<file path="src/rtl/tcw_pkg.sv">
// Package for the text console cell writer.
// Holds the shared constants, codes, queue entry and cell types, and the digit table.
// Used by every module of the block; depends on nothing.
package tcw_pkg;

    // Default screen geometry.
    localparam int COLUMNS_DEF = 80;
    localparam int ROWS_DEF    = 25;

    // Cursor and address widths.
    localparam int COL_W  = 7;
    localparam int ROW_W  = 5;
    localparam int ADDR_W = 11;

    // Input field widths.
    localparam int OP_W   = 2;
    localparam int CODE_W = 8;
    localparam int NUM_W  = 32;

    // Digit buffer: ten four-bit digits.
    localparam int DIGITS = 10;
    localparam int DIG_W  = 4 * DIGITS;
    localparam int CNT_W  = 4;

    // Reset value of the attribute register.
    localparam logic [7:0] ATTR_RESET = 8'h07;

    // Operation codes.
    localparam logic [OP_W-1:0] OP_CHAR = 2'd0;
    localparam logic [OP_W-1:0] OP_HEX  = 2'd1;
    localparam logic [OP_W-1:0] OP_DEC  = 2'd2;

    // Character codes with a special meaning.
    localparam logic [CODE_W-1:0] NEWLINE_CODE = 8'd10;
    localparam logic [CODE_W-1:0] CHAR_ZERO    = 8'h30;
    localparam logic [CODE_W-1:0] CHAR_X       = 8'h78;

    // Digit glyphs, first character in the top byte.
    localparam logic [8*16-1:0] HEX_DIGITS = "0123456789ABCDEF";

    // Queue depth between the front and the back.
    localparam int FIFO_DEPTH = 2;

    // One unit of work for the back: a character, or a left-aligned digit string.
    typedef struct packed {
        logic [OP_W-1:0]   kind;
        logic [CODE_W-1:0] code;
        logic [DIG_W-1:0]  digits;
        logic [CNT_W-1:0]  count;
    } t_entry;

    // One cell write.
    typedef struct packed {
        logic [ADDR_W-1:0] addr;
        logic [15:0]       word;
        logic              last;
    } t_cell;

    // Glyph of one digit value.
    function automatic logic [CODE_W-1:0] hex_char(input logic [3:0] d);
        logic [3:0] idx;
        idx = 4'd15 - d;
        return HEX_DIGITS[8*idx +: 8];
    endfunction

endpackage

</file>
<file path="src/rtl/tcw_fifo.sv">
// Two-entry register queue between the front and the back of the cell writer.
// Depends on tcw_pkg for the entry type and depth.
module tcw_fifo (
    input  logic           i_clk,
    input  logic           i_rst_n,
    input  logic           i_push,
    input  tcw_pkg::t_entry i_entry,
    output logic           o_full,
    input  logic           i_pop,
    output logic           o_empty,
    output tcw_pkg::t_entry o_entry
);

    localparam int PTR_W = $clog2(tcw_pkg::FIFO_DEPTH);
    localparam int CNT_W = $clog2(tcw_pkg::FIFO_DEPTH + 1);

    tcw_pkg::t_entry r_mem [tcw_pkg::FIFO_DEPTH];
    logic [PTR_W-1:0] r_wr_ptr;
    logic [PTR_W-1:0] r_rd_ptr;
    logic [CNT_W-1:0] r_count;

    assign o_full  = (r_count == CNT_W'(tcw_pkg::FIFO_DEPTH));
    assign o_empty = (r_count == '0);
    assign o_entry = r_mem[r_rd_ptr];

    // Pointers and fill count.
    always_ff @(posedge i_clk) begin
        if (!i_rst_n) begin
            r_wr_ptr <= '0;
            r_rd_ptr <= '0;
            r_count  <= '0;
        end else begin
            if (i_push && !o_full) begin
                r_wr_ptr <= r_wr_ptr + 1'b1;
            end
            if (i_pop && !o_empty) begin
                r_rd_ptr <= r_rd_ptr + 1'b1;
            end
            case ({i_push && !o_full, i_pop && !o_empty})
                2'b10:   r_count <= r_count + 1'b1;
                2'b01:   r_count <= r_count - 1'b1;
                default: r_count <= r_count;
            endcase
        end
    end

    // Entry storage.
    always_ff @(posedge i_clk) begin
        if (i_push && !o_full) begin
            r_mem[r_wr_ptr] <= i_entry;
        end
    end

endmodule

</file>
<file path="src/rtl/tcw_front.sv">
// Front of the cell writer: accepts input transactions and turns them into queue entries.
// Decimal numbers go through a bit-serial binary to BCD converter. Depends on tcw_pkg.
module tcw_front (
    input  logic                        i_clk,
    input  logic                        i_rst_n,
    input  logic                        i_valid,
    output logic                        o_ready,
    input  logic [tcw_pkg::OP_W-1:0]    i_op,
    input  logic [tcw_pkg::CODE_W-1:0]  i_code,
    input  logic [tcw_pkg::NUM_W-1:0]   i_number,
    output logic                        o_push,
    output tcw_pkg::t_entry             o_entry,
    input  logic                        i_full
);

    localparam logic [1:0] F_IDLE = 2'd0;
    localparam logic [1:0] F_CONV = 2'd1;
    localparam logic [1:0] F_PUSH = 2'd2;

    localparam int STEP_W = $clog2(tcw_pkg::NUM_W);

    logic [1:0]                  r_state;
    logic [1:0]                  n_state;
    logic [tcw_pkg::NUM_W-1:0]   r_bin;
    logic [tcw_pkg::DIG_W-1:0]   r_bcd;
    logic [tcw_pkg::DIG_W-1:0]   n_bcd;
    logic [STEP_W-1:0]           r_step;

    logic                        v_accept;
    logic [tcw_pkg::CNT_W-1:0]   v_ndig;
    logic [5:0]                  v_shift;

    assign o_ready  = (r_state == F_IDLE) && !i_full;
    assign v_accept = i_valid && o_ready;

    // One double-dabble step: correct each digit, then shift in the next bit.
    always_comb begin
        logic [tcw_pkg::DIG_W-1:0] v_adj;
        v_adj = r_bcd;
        for (int i = 0; i < tcw_pkg::DIGITS; i++) begin
            if (r_bcd[4*i +: 4] >= 4'd5) begin
                v_adj[4*i +: 4] = r_bcd[4*i +: 4] + 4'd3;
            end
        end
        n_bcd = {v_adj[tcw_pkg::DIG_W-2:0], r_bin[tcw_pkg::NUM_W-1]};
    end

    // Count of significant digits, at least one, and the shift that left-aligns them.
    always_comb begin
        v_ndig = 4'd1;
        for (int i = 0; i < tcw_pkg::DIGITS; i++) begin
            if (r_bcd[4*i +: 4] != 4'd0) begin
                v_ndig = tcw_pkg::CNT_W'(i + 1);
            end
        end
        v_shift = {(4'(tcw_pkg::DIGITS) - v_ndig), 2'b00};
    end

    // Entry and push towards the queue.
    always_comb begin
        o_push  = 1'b0;
        o_entry = '0;
        n_state = r_state;
        case (r_state)
            F_IDLE: begin
                if (v_accept) begin
                    case (i_op)
                        tcw_pkg::OP_CHAR: begin
                            o_push       = 1'b1;
                            o_entry.kind = tcw_pkg::OP_CHAR;
                            o_entry.code = i_code;
                        end
                        tcw_pkg::OP_HEX: begin
                            o_push         = 1'b1;
                            o_entry.kind   = tcw_pkg::OP_HEX;
                            o_entry.digits = {i_number, 8'h00};
                            o_entry.count  = 4'd8;
                        end
                        tcw_pkg::OP_DEC: begin
                            n_state = F_CONV;
                        end
                        default: begin
                            n_state = F_IDLE;
                        end
                    endcase
                end
            end
            F_CONV: begin
                if (r_step == '1) begin
                    n_state = F_PUSH;
                end
            end
            F_PUSH: begin
                o_entry.kind   = tcw_pkg::OP_DEC;
                o_entry.digits = r_bcd << v_shift;
                o_entry.count  = v_ndig;
                if (!i_full) begin
                    o_push  = 1'b1;
                    n_state = F_IDLE;
                end
            end
            default: begin
                n_state = F_IDLE;
            end
        endcase
    end

    // Control state.
    always_ff @(posedge i_clk) begin
        if (!i_rst_n) begin
            r_state <= F_IDLE;
            r_step  <= '0;
        end else begin
            r_state <= n_state;
            if (r_state == F_CONV) begin
                r_step <= r_step + 1'b1;
            end else begin
                r_step <= '0;
            end
        end
    end

    // Converter datapath.
    always_ff @(posedge i_clk) begin
        if (r_state == F_IDLE) begin
            r_bin <= i_number;
            r_bcd <= '0;
        end else if (r_state == F_CONV) begin
            r_bin <= {r_bin[tcw_pkg::NUM_W-2:0], 1'b0};
            r_bcd <= n_bcd;
        end
    end

endmodule

</file>
<file path="src/rtl/tcw_back.sv">
// Back of the cell writer: takes queue entries, tracks the cursor and emits cell writes.
// Drives the registered output stage. Depends on tcw_pkg.
module tcw_back #(
    parameter int COLUMNS = tcw_pkg::COLUMNS_DEF,
    parameter int ROWS    = tcw_pkg::ROWS_DEF
) (
    input  logic            i_clk,
    input  logic            i_rst_n,
    input  logic [7:0]      i_attr,
    input  logic            i_empty,
    input  tcw_pkg::t_entry i_entry,
    output logic            o_pop,
    output logic            o_valid,
    input  logic            i_ready,
    output tcw_pkg::t_cell  o_cell
);

    logic                          r_busy;
    logic [tcw_pkg::OP_W-1:0]      r_kind;
    logic [tcw_pkg::CODE_W-1:0]    r_code;
    logic [tcw_pkg::DIG_W-1:0]     r_digits;
    logic [tcw_pkg::CNT_W-1:0]     r_left;
    logic [1:0]                    r_pre;
    logic [tcw_pkg::COL_W-1:0]     r_col;
    logic [tcw_pkg::ROW_W-1:0]     r_row;
    logic                          r_o_valid;
    tcw_pkg::t_cell                r_o_cell;

    logic [tcw_pkg::COL_W-1:0]     n_col;
    logic [tcw_pkg::ROW_W-1:0]     n_row;
    logic [tcw_pkg::ROW_W-1:0]     v_row_inc;
    logic [tcw_pkg::CODE_W-1:0]    v_char;
    logic                          v_last;
    logic                          v_fire;
    logic                          v_newline;
    logic [11:0]                   v_addr;

    assign o_valid = r_o_valid;
    assign o_cell  = r_o_cell;

    // A cell goes out when the output register is free or being drained.
    assign v_fire    = r_busy && (!r_o_valid || i_ready);
    assign o_pop     = !r_busy && !i_empty;
    assign v_newline = (i_entry.kind == tcw_pkg::OP_CHAR) &&
                       (i_entry.code == tcw_pkg::NEWLINE_CODE);

    // Row advance with wrap past the last row.
    assign v_row_inc = (r_row == tcw_pkg::ROW_W'(ROWS - 1)) ? '0 : r_row + 1'b1;

    // Cursor after a cell write.
    always_comb begin
        if (r_col == tcw_pkg::COL_W'(COLUMNS - 1)) begin
            n_col = '0;
            n_row = v_row_inc;
        end else begin
            n_col = r_col + 1'b1;
            n_row = r_row;
        end
    end

    // Character of the current cell and whether it ends the item.
    always_comb begin
        v_char = tcw_pkg::hex_char(r_digits[tcw_pkg::DIG_W-1 -: 4]);
        v_last = (r_pre == 2'd0) && (r_left == 4'd1);
        if (r_kind == tcw_pkg::OP_CHAR) begin
            v_char = r_code;
            v_last = 1'b1;
        end else if (r_pre == 2'd2) begin
            v_char = tcw_pkg::CHAR_ZERO;
        end else if (r_pre == 2'd1) begin
            v_char = tcw_pkg::CHAR_X;
        end
    end

    assign v_addr = 12'(r_row) * 12'(COLUMNS) + 12'(r_col);

    // Sequencer and cursor.
    always_ff @(posedge i_clk) begin
        if (!i_rst_n) begin
            r_busy    <= 1'b0;
            r_col     <= '0;
            r_row     <= '0;
            r_o_valid <= 1'b0;
        end else begin
            // The output register fills on a cell write and empties when taken.
            if (v_fire) begin
                r_o_valid <= 1'b1;
            end else if (i_ready) begin
                r_o_valid <= 1'b0;
            end
            if (o_pop) begin
                if (v_newline) begin
                    r_col <= '0;
                    r_row <= v_row_inc;
                end else begin
                    r_busy <= 1'b1;
                end
            end else if (v_fire) begin
                r_col     <= n_col;
                r_row     <= n_row;
                if (v_last) begin
                    r_busy <= 1'b0;
                end
            end
        end
    end

    // Entry registers and output payload.
    always_ff @(posedge i_clk) begin
        if (o_pop) begin
            r_kind   <= i_entry.kind;
            r_code   <= i_entry.code;
            r_digits <= i_entry.digits;
            r_left   <= i_entry.count;
            r_pre    <= (i_entry.kind == tcw_pkg::OP_HEX) ? 2'd2 : 2'd0;
        end else if (v_fire) begin
            if (r_pre != 2'd0) begin
                r_pre <= r_pre - 1'b1;
            end else begin
                r_digits <= {r_digits[tcw_pkg::DIG_W-5:0], 4'h0};
                r_left   <= r_left - 1'b1;
            end
            r_o_cell.addr <= v_addr[tcw_pkg::ADDR_W-1:0];
            r_o_cell.word <= {i_attr, v_char};
            r_o_cell.last <= v_last;
        end
    end

endmodule

</file>
<file path="src/rtl/text_console_cell_writer_unit.sv">
// Top level of the text console cell writer.
// Instantiates tcw_front, tcw_fifo and tcw_back; depends on tcw_pkg.

// Each input transaction is a character, a 32-bit number printed in hex ("0x" and
// eight uppercase digits) or a 32-bit number printed in decimal (no leading zeros).
// Every printed character leaves as one output transaction carrying the cell address
// row*COLUMNS+column and the word {attribute, code}; tlast marks the final cell of an
// item, and a newline moves the cursor without any output. The back end loads each item
// from the queue and then emits one cell per cycle while the output is not stalled.
// A decimal number goes through the front's bit-serial BCD converter (one bit per
// cycle) and is then pushed into the queue; the front accepts no new transaction until
// that push, but this overlaps with the back end draining the previous item through
// the two-entry queue. The attribute register (reset 0x07) should be written only
// while idle.
module text_console_cell_writer_unit #(
    parameter int COLUMNS = tcw_pkg::COLUMNS_DEF,
    parameter int ROWS    = tcw_pkg::ROWS_DEF
) (
    input  logic        i_clk,
    input  logic        i_rst_n,
    input  logic        i_cfg_wr_en,
    input  logic [7:0]  i_cfg_wr_data,
    input  logic        s_axis_tvalid,
    output logic        s_axis_tready,
    input  logic [39:0] s_axis_tdata,   // [7:0] char_code, [39:8] number
    input  logic [1:0]  s_axis_tuser,   // [1:0] operation
    output logic        m_axis_tvalid,
    input  logic        m_axis_tready,
    output logic [31:0] m_axis_tdata,   // [10:0] cell_address, [26:11] cell_word, rest zero
    output logic        m_axis_tlast    // last
);

    logic [7:0]      r_attr;
    logic            w_push;
    logic            w_full;
    logic            w_pop;
    logic            w_empty;
    tcw_pkg::t_entry w_in_entry;
    tcw_pkg::t_entry w_out_entry;
    tcw_pkg::t_cell  w_cell;

    // Attribute register.
    always_ff @(posedge i_clk) begin
        if (!i_rst_n) begin
            r_attr <= tcw_pkg::ATTR_RESET;
        end else if (i_cfg_wr_en) begin
            r_attr <= i_cfg_wr_data;
        end
    end

    // Front: accepts and classifies transactions.
    tcw_front u_front (
        .i_clk    (i_clk),
        .i_rst_n  (i_rst_n),
        .i_valid  (s_axis_tvalid),
        .o_ready  (s_axis_tready),
        .i_op     (s_axis_tuser),
        .i_code   (s_axis_tdata[7:0]),
        .i_number (s_axis_tdata[39:8]),
        .o_push   (w_push),
        .o_entry  (w_in_entry),
        .i_full   (w_full)
    );

    // Queue between front and back.
    tcw_fifo u_fifo (
        .i_clk   (i_clk),
        .i_rst_n (i_rst_n),
        .i_push  (w_push),
        .i_entry (w_in_entry),
        .o_full  (w_full),
        .i_pop   (w_pop),
        .o_empty (w_empty),
        .o_entry (w_out_entry)
    );

    // Back: cursor tracking and cell writes.
    tcw_back #(
        .COLUMNS (COLUMNS),
        .ROWS    (ROWS)
    ) u_back (
        .i_clk   (i_clk),
        .i_rst_n (i_rst_n),
        .i_attr  (r_attr),
        .i_empty (w_empty),
        .i_entry (w_out_entry),
        .o_pop   (w_pop),
        .o_valid (m_axis_tvalid),
        .i_ready (m_axis_tready),
        .o_cell  (w_cell)
    );

    assign m_axis_tdata = {5'b0, w_cell.word, w_cell.addr};
    assign m_axis_tlast = w_cell.last;

endmodule

</file>
<file path="config.mk">
export PLATFORM = sky130hd
export DESIGN_NAME = text_console_cell_writer_unit
export DESIGN_NICKNAME = d
export VERILOG_FILES = /design/src/rtl/tcw_pkg.sv /design/src/rtl/tcw_fifo.sv /design/src/rtl/tcw_front.sv /design/src/rtl/tcw_back.sv /design/src/rtl/text_console_cell_writer_unit.sv
export SDC_FILE = /design/constraint.sdc
export NUM_CORES = 1
export LEC_CHECK = 0
export ABC_AREA = 0
export ABC_CLOCK_PERIOD_IN_PS = 3700
export BUFFER_PORTS_ARGS = -buffer_cell sky130_fd_sc_hd__buf_2
export CAP_MARGIN = 20
export CORE_UTILIZATION = 25
export CTS_CLUSTER_DIAMETER = 120
export DETAILED_ROUTE_END_ITERATION = 8
export SLEW_MARGIN = 5
export SYNTH_ARGS = -nofsm -noshare
export SYNTH_HDL_FRONTEND = slang
export SYNTH_HIERARCHICAL = 1
export SYNTH_SLANG_ARGS = --single-unit
</file>
<file path="constraint.sdc">
create_clock -name i_clk -period 3.7 [get_ports i_clk]
set_input_delay 0.37 -clock i_clk [delete_from_list [all_inputs] [get_ports i_clk]]
set_output_delay 0.37 -clock i_clk [all_outputs]
set_load 0.05 [all_outputs]
</file>
==> flow_summary.toml, run 1 <==
[clock_network]
path_clk_slew_ns = 0.06
clk_latency_ns = 0.53
cts_tree = "yes"
clock-sinks = 298
clockRootBuffer = "clkbuf_16"
cts_buffers = 34
cts-hold-fix-buffers = 0
htreeDepth = 2
cts.path.max_buffers = 3

[detailed_routing]
vias = 10310
wl_per_cell_um = 17.3
drc = 0
ant_nets = 0
wirelength_um = 37600
drt_iter0_markers = 800
vias_per_cell = 4.74
drt-pass1-iter-count = 5

[timing]
fin_skew_ns = 0.0215
fmax_mhz = 281
finalSetupTns_ns = 0
period_share_pct = 96.1
max_slew.worst_pin.slew_ns = 1.08
fin_crit_ns = 3.56
grt_setup_unrepaired = "no"
slew_headroom_pct = 27.5
hold_viol = 0
setup_violations = 0
fin_hold_ws_ns = 0.0877
slew_viol_final = 0

[yosys]
syn_inst = 1299
yosys.cell_count.top_type = "nand2_1"
ys_seq_area_share_pct = 55.8
yosysWarningCount = 6
ys_ff_latch = 298
async_flop_share_pct = 0
yosys.area.top_type_share_pct = 45.7
synthFlopType = "edfxtp_1"
synth.area.top_cells = "edfxtp_1 (46%), dfxtp_1 (10%), nand2_1 (7.2%)"
syn_avg_cell_area_sq_um = 11.3
netlist_area_sq_um = 14700
yosys.area.top_type = "edfxtp_1"
synth-edff-count = 224
synth_commonest_cells = "nand2_1 (283), edfxtp_1 (224), dfxtp_1 (74)"
synthDistinctLibCells = 88

[setup_path]
worstPathCellList = "inv_2 > ha_2 > or3b_1 > o311ai_2 > nand3_1 > a31o_2 > ha_1 > or3_1 > a21boi_1 > nor3_1 > buf_4 > nand2_1 > o211ai_1"
path_buf_inv = 2
rr_endpoint = "u_fifo/r_mem[1][20]"
crit_slowest_cell = "or3_1"
arrival_ns = 3.89
critPathCaptureType = "flip-flop"
worst_setup_path_start_kind = "flip-flop"
r2r_start = "u_front/r_bcd[8]"
reg2reg_slack_ns = 0.14
crit_required_ns = 4.04
critical-path-top-delay-family = "simple AND/OR/NAND/NOR gates"
cp_max_fo = 6
reg2reg_depth = 13
slowest_delay_ns = 0.43
crit_type = "flip-flop to flip-flop"

[final_layout]
area_growth_pct = 16.6
diodes = 0
drive_gt1_share_pct = 20.0
n_fill_cell = 6021
nNetsFinal = 1489

[floorplan]
rows = 88
dieWidth_um = 245
start_util_pct = 25.4
die_area_sq_um = 59800
coreArea_sq_um = 57900
fp.dieH_um = 245
num_io_pins = 90

[run]
max-cap-violations = 0

[placement]
port_buffers = 84
gp_congestion = 0.918
dpl.hpwl_um = 26500

[worst_hold_path]
hp-class = "input port to flip-flop"
holdPathStages = 3
min_from = "i_cfg_wr_data[1]"
holdPathEnd = "r_attr[1]"

[global_route]
grt_max_degree = 56
grt_antenna_before_repair = 2
grt_pass1_vias = 10221
overflow = 0
grtUsageTotal_pct = 12.5
grt_pass1_wl_um = 58600

[power]
p_leak_nw = 6.42
vdd_drop_max_mv = 0.325
power_density_nw_per_um2 = 508

[outcome]
outcome = "finished clean"
==> worst min-delay path, stage by stage <==
cell     delay, ns
buf_2         0.08
mux2i_1       0.06
nand2_1       0.06
==> layout make-up <==
type	instances	area, sq um	share of cell area [%]
clock buffer	50	942	5.49
clock inverter	12	114	0.664
inverter	51	191	1.12
multi-input combinational	883	6020	35.1
sequential	298	8210	47.9
tap	765	957	5.58
timing repair buffer	117	718	4.19
==> registers in the layout, summed over array words and instances, names as in the netlist, 4 cells and up, named ones only <==
| register | count |
|---|---|
| u_back/r_left | 4 |
| u_back/o_cell | 28 |
| u_back/r_col | 7 |
| u_front/r_step | 5 |
| u_back/r_row | 5 |
| u_fifo/r_mem | 108 |
| u_back/r_code | 8 |
| r_attr | 8 |
| u_back/r_digits | 40 |
| u_front/r_bcd | 40 |
| u_front/r_bin | 32 |
==> cell families after synthesis <==
family | synth area share (%)
AO/OA/AOI/OAI | 9.85
XOR/XNOR | 1.96
adder cells (fa/ha/maj) | 4.27
buffers and inverters | 3.65
flip-flops | 55.8
multiplexers | 8.82
other | 0.0255
AND/OR/NAND/NOR | 15.7
==> per-stage QoR <==
step	cells	utilization, %	setup WS, ns	power (mW)	area [sq um]
after floorplan	1303	-	0.0622	5.18	14700
after CTS	2176	29.6	0.110	8.82	17100
after detailed placement	2114	27.8	0.124	5.58	16100
after global routing	2176	29.6	0.00822	9.10	17200
final	2176	29.6	0.144	8.71	17200
after global placement	2114	27.8	0.198	5.55	16100
==> what timing repair did <==
action                                 CTS  global route
endpoints found under the hold margin    0             0
setup endpoints to repair                0            50
resized for setup                        0             6
setup buffers                            0             0
==> cells in the final DEF (no fill, tap or decap), types with 6 or more instances in the layout <==
master	count
a21oi_1	43
a22o_1	8
a22oi_1	11
a31oi_1	6
and2_1	19
and3_1	7
buf_2	84
buf_4	29
clkbuf_1	14
clkbuf_16	35
dfxtp_1	72
edfxtp_1	224
ha_1	46
inv_1	42
inv_2	9
mux2_2	59
mux2i_1	13
mux4_1	8
mux4_2	13
nand2_1	282
nand2b_1	13
nand3_1	31
nor2_1	52
nor2b_1	16
nor3_1	9
nor3b_1	8
o211ai_1	10
o21ai_0	57
o21ai_1	6
o22ai_1	20
o32ai_1	13
xnor2_1	21
xor2_1	12
==> worst max-delay path by stage <==
| stage | slack [ns] | start | endpoint | cells past startpoint |
|---|---|---|---|---|
| 2_1_floorplan | 0.06 | u_front/r_bcd[8] | u_fifo/r_mem[0][36] | 15 |
| 3_3_place_gp | 0.20 | u_front/r_bcd[8] | u_fifo/r_mem[0][23] | 13 |
| 3_5_place_dp | 0.12 | u_front/r_bcd[9] | u_fifo/r_mem[1][23] | 13 |
| 4_1_cts | 0.11 | u_front/r_bcd[9] | u_fifo/r_mem[0][23] | 13 |
| 5_1_grt | 0.008 | u_front/r_bcd[8] | u_fifo/r_mem[0][37] | 13 |
| 6_report | 0.14 | u_front/r_bcd[8] | u_fifo/r_mem[1][20] | 13 |
==> per-layer routing <==
metal  part of all wire, %  wire [um]  vias up  global-route usage (%)
li1                      -          -     4863                       -
met1                    46      17300     4992                    17.3
met2                    43      16000      379                    18.7
met3                   8.1       3050       76                    3.51
met4                   3.0       1140        0                    4.14
met5                     0          0        -                       0
==> report_power, final <==
part / switching (mW) / total (mW) / leakage, nW / internal (mW)
registers: 0.138 / 4.22 / 2.75 / 4.08
logic: 0.892 / 1.27 / 3.16 / 0.381
clock network: 1.36 / 3.21 / 0.513 / 1.86
total: 2.39 / 8.71 / 6.42 / 6.32
No activity file was read; power rests on OpenSTA's default activity.
==> inputs of run 2 (changes only) <==
--- a/config.mk
+++ b/config.mk
@@ -5,7 +5,7 @@
 export SDC_FILE = /design/constraint.sdc
 export NUM_CORES = 1
 export LEC_CHECK = 0
-export ABC_AREA = 0
+export ABC_AREA = 1
 export ABC_CLOCK_PERIOD_IN_PS = 3700
 export BUFFER_PORTS_ARGS = -buffer_cell sky130_fd_sc_hd__buf_2
 export CAP_MARGIN = 20
==> run 2 against run 1 <==
Area after synthesis up 3.3%; core utilization down 0.59 points; design area up 1.9%; combinational power down 15%; highest routed layer unchanged.
==> flow_summary.toml, run 2 <==
[final_layout]
largest_registers = "u_fifo/r_mem: 108 flops, u_back/r_digits: 40 flops, u_front/r_bcd: 40 flops"
area_growth_pct = 15.0
largest_reg_flops = 108
diodes = 0
final_cell_mix = "nand2_1 (456), edfxtp_1 (224), nand3_1 (167)"
layout.cells.most_common = "nand2_1"
n_fill_cell = 6190
top_register = "u_fifo/r_mem"
seqCellArea_sq_um = 8210
multiInputGateArea_sq_um = 6080
drive_gt1_share_pct = 15.3
nNetsFinal = 1757

[clock_network]
clock-sinks = 298
cts.path.max_buffers = 3
clockRootBuffer = "clkbuf_16"
cts_buffers = 36
cts_resized = 0
clk_latency_ns = 0.55
cts_tree = "yes"
htreeDepth = 2
path_clk_slew_ns = 0.06

[timing]
grt_setup_unrepaired = "no"
fin_ws_ns = 0.358
fin_crit_ns = 3.34
finalSetupTns_ns = 0
fin_skew_ns = 0.0267
fin_hold_ws_ns = 0.0448
period_share_pct = 90.3
fmax_mhz = 299
slew_headroom_pct = 40.0
hold_viol = 0
slew_viol_final = 0
setup_violations = 0
max_slew.worst_pin.slew_ns = 0.895

[yosys]
async_flop_share_pct = 0
yosys.area.top_type_share_pct = 44.2
yosysWarningCount = 6
yosys.area.top_type = "edfxtp_1"
synthFlopType = "edfxtp_1"
ys_ff_latch = 298
synth.area.top_cells = "edfxtp_1 (44%), nand2_1 (11%), dfxtp_1 (9.7%)"
syn_inst = 1584
netlist_area_sq_um = 15200
synthDistinctLibCells = 60
synth_commonest_cells = "nand2_1 (456), edfxtp_1 (224), nand3_1 (167)"
ys_seq_area_share_pct = 54.0
synth-edff-count = 224
yosys.cell_count.top_type = "nand2_1"
syn_avg_cell_area_sq_um = 9.60

[global_route]
grtUsageTotal_pct = 11.6
overflow = 0
grt_antenna_before_repair = 0
grt_pass1_vias = 11004
grt_pass1_wl_um = 57500
grt_max_degree = 59

[placement]
dpl.hpwl_um = 26100
preCtsSetupSlack_ns = 0.464
gp_congestion = 0.891
port_buffers = 84

[setup_path]
cp_max_fo = 35
worstPathCellList = "inv_1 > ha_1 > nand2_1 > nor2_1 > and2_1 > o31ai_1 > nand2_1 > a21oi_1 > inv_1 > ha_1 > clkinv_1 > buf_12 > nand3_1 > nand2_1 > nand2_1 > nand3_1 > o21ai_1"
crit_slowest_cell = "ha_1"
critPathCaptureType = "flip-flop"
worst_setup_path_start_kind = "flip-flop"
critical-path-top-delay-family = "simple AND/OR/NAND/NOR gates"
slowest_delay_ns = 0.50
cp_common_cell = "nand2_1"
crit_required_ns = 4.02
crit_type = "flip-flop to flip-flop"
path_buf_inv = 4
arrival_ns = 3.66

[detailed_routing]
drt_iter0_markers = 803
wirelength_um = 36400
ant_nets = 0
drc = 0
drt-pass1-iter-count = 5
vias = 11095
wl_per_cell_um = 14.8
vias_per_cell = 4.50

[worst_hold_path]
hp-class = "input port to flip-flop"

[floorplan]
rows = 90
fp.dieH_um = 249
num_io_pins = 90
dieWidth_um = 249
start_util_pct = 25.2
die_area_sq_um = 61800
coreArea_sq_um = 60200

[power]
power_mw = 8.59
vdd_drop_max_mv = 0.267
p_leak_nw = 7.06
power_density_nw_per_um2 = 491

[outcome]
outcome = "finished clean"

[run]
max-cap-violations = 0
## run 2: cell count changes after synthesis, sizes merged, moves of 13 or more
cell,previous run,this run
nand2,286,469
nand3,32,174
inv,51,126
nor2,54,113
o21ai,63,88
mux4,21,0
and2,21,1
nor2b,16,0
nand2b,15,0
xnor2,21,6
mux2i,13,0
nor3b,14,1
## run 2: path summary, 6_finish.rpt
| kind | from | to | slack, ns | depth (start not counted) |
|---|---|---|---|---|
| worst max-delay path | u_front/r_bcd[16] | u_fifo/r_mem[0][27] | 0.36 | 17 |
| worst min-delay path | i_cfg_wr_data[1] | r_attr[1] | 0.04 | 3 |
| worst max register to register | u_front/r_bcd[16] | u_fifo/r_mem[0][27] | 0.36 | 17 |
| worst min register to register | r_attr[6] | u_back/o_cell[15] | 0.43 | 0 |
## run 2: timing repair
| action | in CTS | in global routing |
|---|---|---|
| endpoints found under the hold margin | 1 | 0 |
| hold buffers | 1 | 0 |
| buffers inserted | 0 | 0 |
## run 2: per-layer routing
metal | up-vias | wire, um | GRT usage, %
met1 | 5268 | 15500 | 14.1
li1 | 5498 | - | -
met3 | 71 | 1750 | 2.17
met4 | 0 | 1290 | 5.02
met2 | 258 | 17800 | 20.0
met5 | - | 0 | 0
## run 2: through the flow
step / instance area [sq um] / std cells / util [%]
2_1_floorplan: 15200 / 1588 / -
3_3_place_gp: 16300 / 2396 / 27.1
3_5_place_dp: 16300 / 2396 / 27.1
4_1_cts: 17500 / 2463 / 29.0
5_1_grt: 17500 / 2463 / 29.0
6_report: 17500 / 2463 / 29.0
## run 2: report_power, final
part	internal (mW)	total [mW]	switching, mW
Clock	2.00	3.40	1.40
Sequential	3.99	4.11	0.118
Combinational	0.344	1.08	0.740
## run 2: worst reg2reg max path, cell delays in order, from the launching register on
cell and delay, ns:
dfxtp_1 0.42, inv_1 0.11, ha_1 0.24, nand2_1 0.09
nor2_1 0.05, and2_1 0.17, o31ai_1 0.08, nand2_1 0.15
a21oi_1 0.24, inv_1 0.08, ha_1 0.50, clkinv_1 0.19
buf_12 0.21, nand3_1 0.16, nand2_1 0.07, nand2_1 0.07
nand3_1 0.12, o21ai_1 0.19
## run 2: cells by family (layout without fill, tap and decap cells)
group	Yosys count	in the layout	share of synthesized area [%]
flops	298	298	54.0
compound gates	187	187	7.09
xor+xnor	20	20	1.28
fa+ha+maj	49	49	4.13
other cells	1	5	0.0247
simple gates	775	775	22.0
mux	54	54	5.23
buf+inv	200	293	6.24
## run 2: area by class of cell
class / instances / share of cell area [%]
flip-flops and latches: 298 / 47.0
multi-input cells: 1090 / 34.8
inverters: 128 / 2.83
well taps: 782 / 5.59
clock inverters: 15 / 0.672
repair buffers: 99 / 3.35
clock buffers: 51 / 5.82
==> inputs of run 3 (changes only) <==
--- a/config.mk
+++ b/config.mk
@@ -9,9 +9,11 @@
 export ABC_CLOCK_PERIOD_IN_PS = 3700
 export BUFFER_PORTS_ARGS = -buffer_cell sky130_fd_sc_hd__buf_2
 export CAP_MARGIN = 20
-export CORE_UTILIZATION = 25
+export CORE_ASPECT_RATIO = 2
+export CORE_UTILIZATION = 55
 export CTS_CLUSTER_DIAMETER = 120
 export DETAILED_ROUTE_END_ITERATION = 8
+export PLACE_DENSITY = 0.76
 export SLEW_MARGIN = 5
 export SYNTH_ARGS = -nofsm -noshare
 export SYNTH_HDL_FRONTEND = slang
==> constraint.sdc (replaced) <==
create_clock -name i_clk -period 3.7 [get_ports i_clk]
set_input_delay 0.74 -clock i_clk [delete_from_list [all_inputs] [get_ports i_clk]]
set_output_delay 0.74 -clock i_clk [all_outputs]
set_load 0.05 [all_outputs]
==> run 3 against run 2 <==
Non-clock buffer count increased by 6; sequential power about the same; worst hold slack improved by 0.38 ns; critical endpoint is now u_fifo/r_mem[1][34]; largest cell class unchanged; largest power group unchanged; highest routed layer unchanged.
==> flow_summary.toml, run 3 (synthesized netlist as in run 2, its figures left out) <==
[final_layout]
seqCellArea_sq_um = 8210
top_register = "u_fifo/r_mem"
n_fill_cell = 2228
largest_registers = "u_fifo/r_mem: 108 flops, u_back/r_digits: 40 flops, u_front/r_bcd: 40 flops"
layout.cells.most_common = "nand2_1"
diodes = 0
final_cell_area_sq_um = 16800
multiInputGateArea_sq_um = 6080
instances_no_fill = 2017
drive_gt1_share_pct = 15.4
area_growth_pct = 10.3
final_cell_mix = "nand2_1 (456), edfxtp_1 (224), nand3_1 (167)"
largest_reg_flops = 108
nNetsFinal = 1753

[outcome]
outcome = "finished clean"

[timing]
setup_violations = 0
period_share_pct = 91.1
slew_headroom_pct = 46.5
finalSetupTns_ns = 0
hold_viol = 0
slew_viol_final = 0
fin_hold_ws_ns = 0.420
fin_skew_ns = 0.0145
max_slew.worst_pin.slew_ns = 0.802
fin_crit_ns = 3.37
grt_setup_unrepaired = "no"
fmax_mhz = 297

[worst_hold_path]
hp-class = "input port to flip-flop"
holdPathStages = 3

[placement]
port_buffers = 84
postPlaceCellArea_sq_um = 15800
gp_congestion = 1.02
dpl.hpwl_um = 26500
place_inst = 1969

[detailed_routing]
drt_iter0_markers = 869
drt-pass1-iter-count = 5
wl_per_cell_um = 17.9
vias = 11268
wirelength_um = 36100
ant_nets = 0
drc = 0
vias_per_cell = 5.59

[power]
comb_power_share_pct = 13.3
power_mw = 8.12
p_leak_nw = 6.99
power.internal_mw = 6.05
power_switching_share_pct = 25.4
clkPwrFrac_pct = 36.1
power_density_nw_per_um2 = 484
p_sw_mw = 2.07
p_seq_share_pct = 50.5
vdd_drop_max_mv = 0.371

[setup_path]
crit_required_ns = 3.99
cp_max_fo = 29
worst_setup_path_start_kind = "flip-flop"
crit_type = "flip-flop to flip-flop"
critPathCaptureType = "flip-flop"
reg2reg_depth = 15
arrival_ns = 3.67

[clock_network]
cts_tree = "yes"
htreeDepth = 1
cts_resized = 0
path_clk_slew_ns = 0.07
clk_latency_ns = 0.55
cts_buffers = 26
clock-sinks = 298
cts-hold-fix-buffers = 0
post-cts-setup-buffer-count = 0
clockRootBuffer = "clkbuf_16"
cts.path.max_buffers = 3

[floorplan]
num_io_pins = 90
fp.dieH_um = 237
rows = 85
die_area_sq_um = 28400
dieWidth_um = 120
coreArea_sq_um = 27000
start_util_pct = 56.3

[global_route]
overflow = 0
grtUsageTotal_pct = 25.8
grt_pass1_vias = 11300
grt_max_degree = 59
grt_antenna_before_repair = 1
grt_pass1_wl_um = 56900

[run]
max-cap-violations = 0
run 3: worst max-delay path, stage by stage (launching register included):
cell	delay, ns
dfxtp_1	0.43
inv_1	0.11
ha_1	0.24
nand2_1	0.09
nor2_1	0.05
and2_1	0.17
o31ai_1	0.06
nand2_1	0.19
a21oi_1	0.25
inv_1	0.07
ha_1	0.26
xnor2_4	0.28
buf_4	0.39
nand3_1	0.29
nand3_1	0.13
nand2_1	0.09
run 3: final timing paths:
check | from | end | slack, ns
setup / recovery | u_front/r_bcd[16] | u_fifo/r_mem[1][34] | 0.33
hold / removal | i_cfg_wr_data[0] | r_attr[0] | 0.42
setup reg to reg | u_front/r_bcd[16] | u_fifo/r_mem[1][34] | 0.33
hold reg to reg | r_attr[6] | u_back/o_cell[15] | 0.44
run 3: cell type report:
| type | count | share of cell area [%] |
|---|---|---|
| Tap cell | 348 | 2.59 |
| Sequential cell | 298 | 48.9 |
| Timing Repair Buffer | 105 | 3.67 |
| Clock buffer | 31 | 4.23 |
| Inverter | 128 | 2.95 |
| Multi-Input combinational cell | 1090 | 36.2 |
| Clock inverter | 17 | 1.37 |
run 3: power by group through the flow:
| stage | Sequential [mW] | Combinational [mW] | Clock, mW |
|---|---|---|---|
| global placement | 4.16 | 1.06 | 0 |
| CTS | 4.10 | 1.09 | 3.00 |
| global route | 4.12 | 1.20 | 3.11 |
| floorplan | 4.28 | 0.706 | 0 |
| finish | 4.10 | 1.08 | 2.93 |
| detailed placement | 4.17 | 1.09 | 0 |
run 3: metrics by stage:
| step | worst slack, ns | utilization [%] |
|---|---|---|
| global route | 0.142 | 62.1 |
| detailed placement | 0.414 | 58.6 |
| floorplan | 0.233 | - |
| global placement | 0.540 | 58.6 |
| finish | 0.329 | 62.1 |
| CTS | 0.421 | 62.1 |
run 3: routing by layer:
metal | track usage [%] | share of wire (%)
met5 | 0 | 0
met4 | 17.3 | 7.0
met3 | 2.42 | 3.6
met2 | 48.9 | 54
met1 | 26.2 | 35
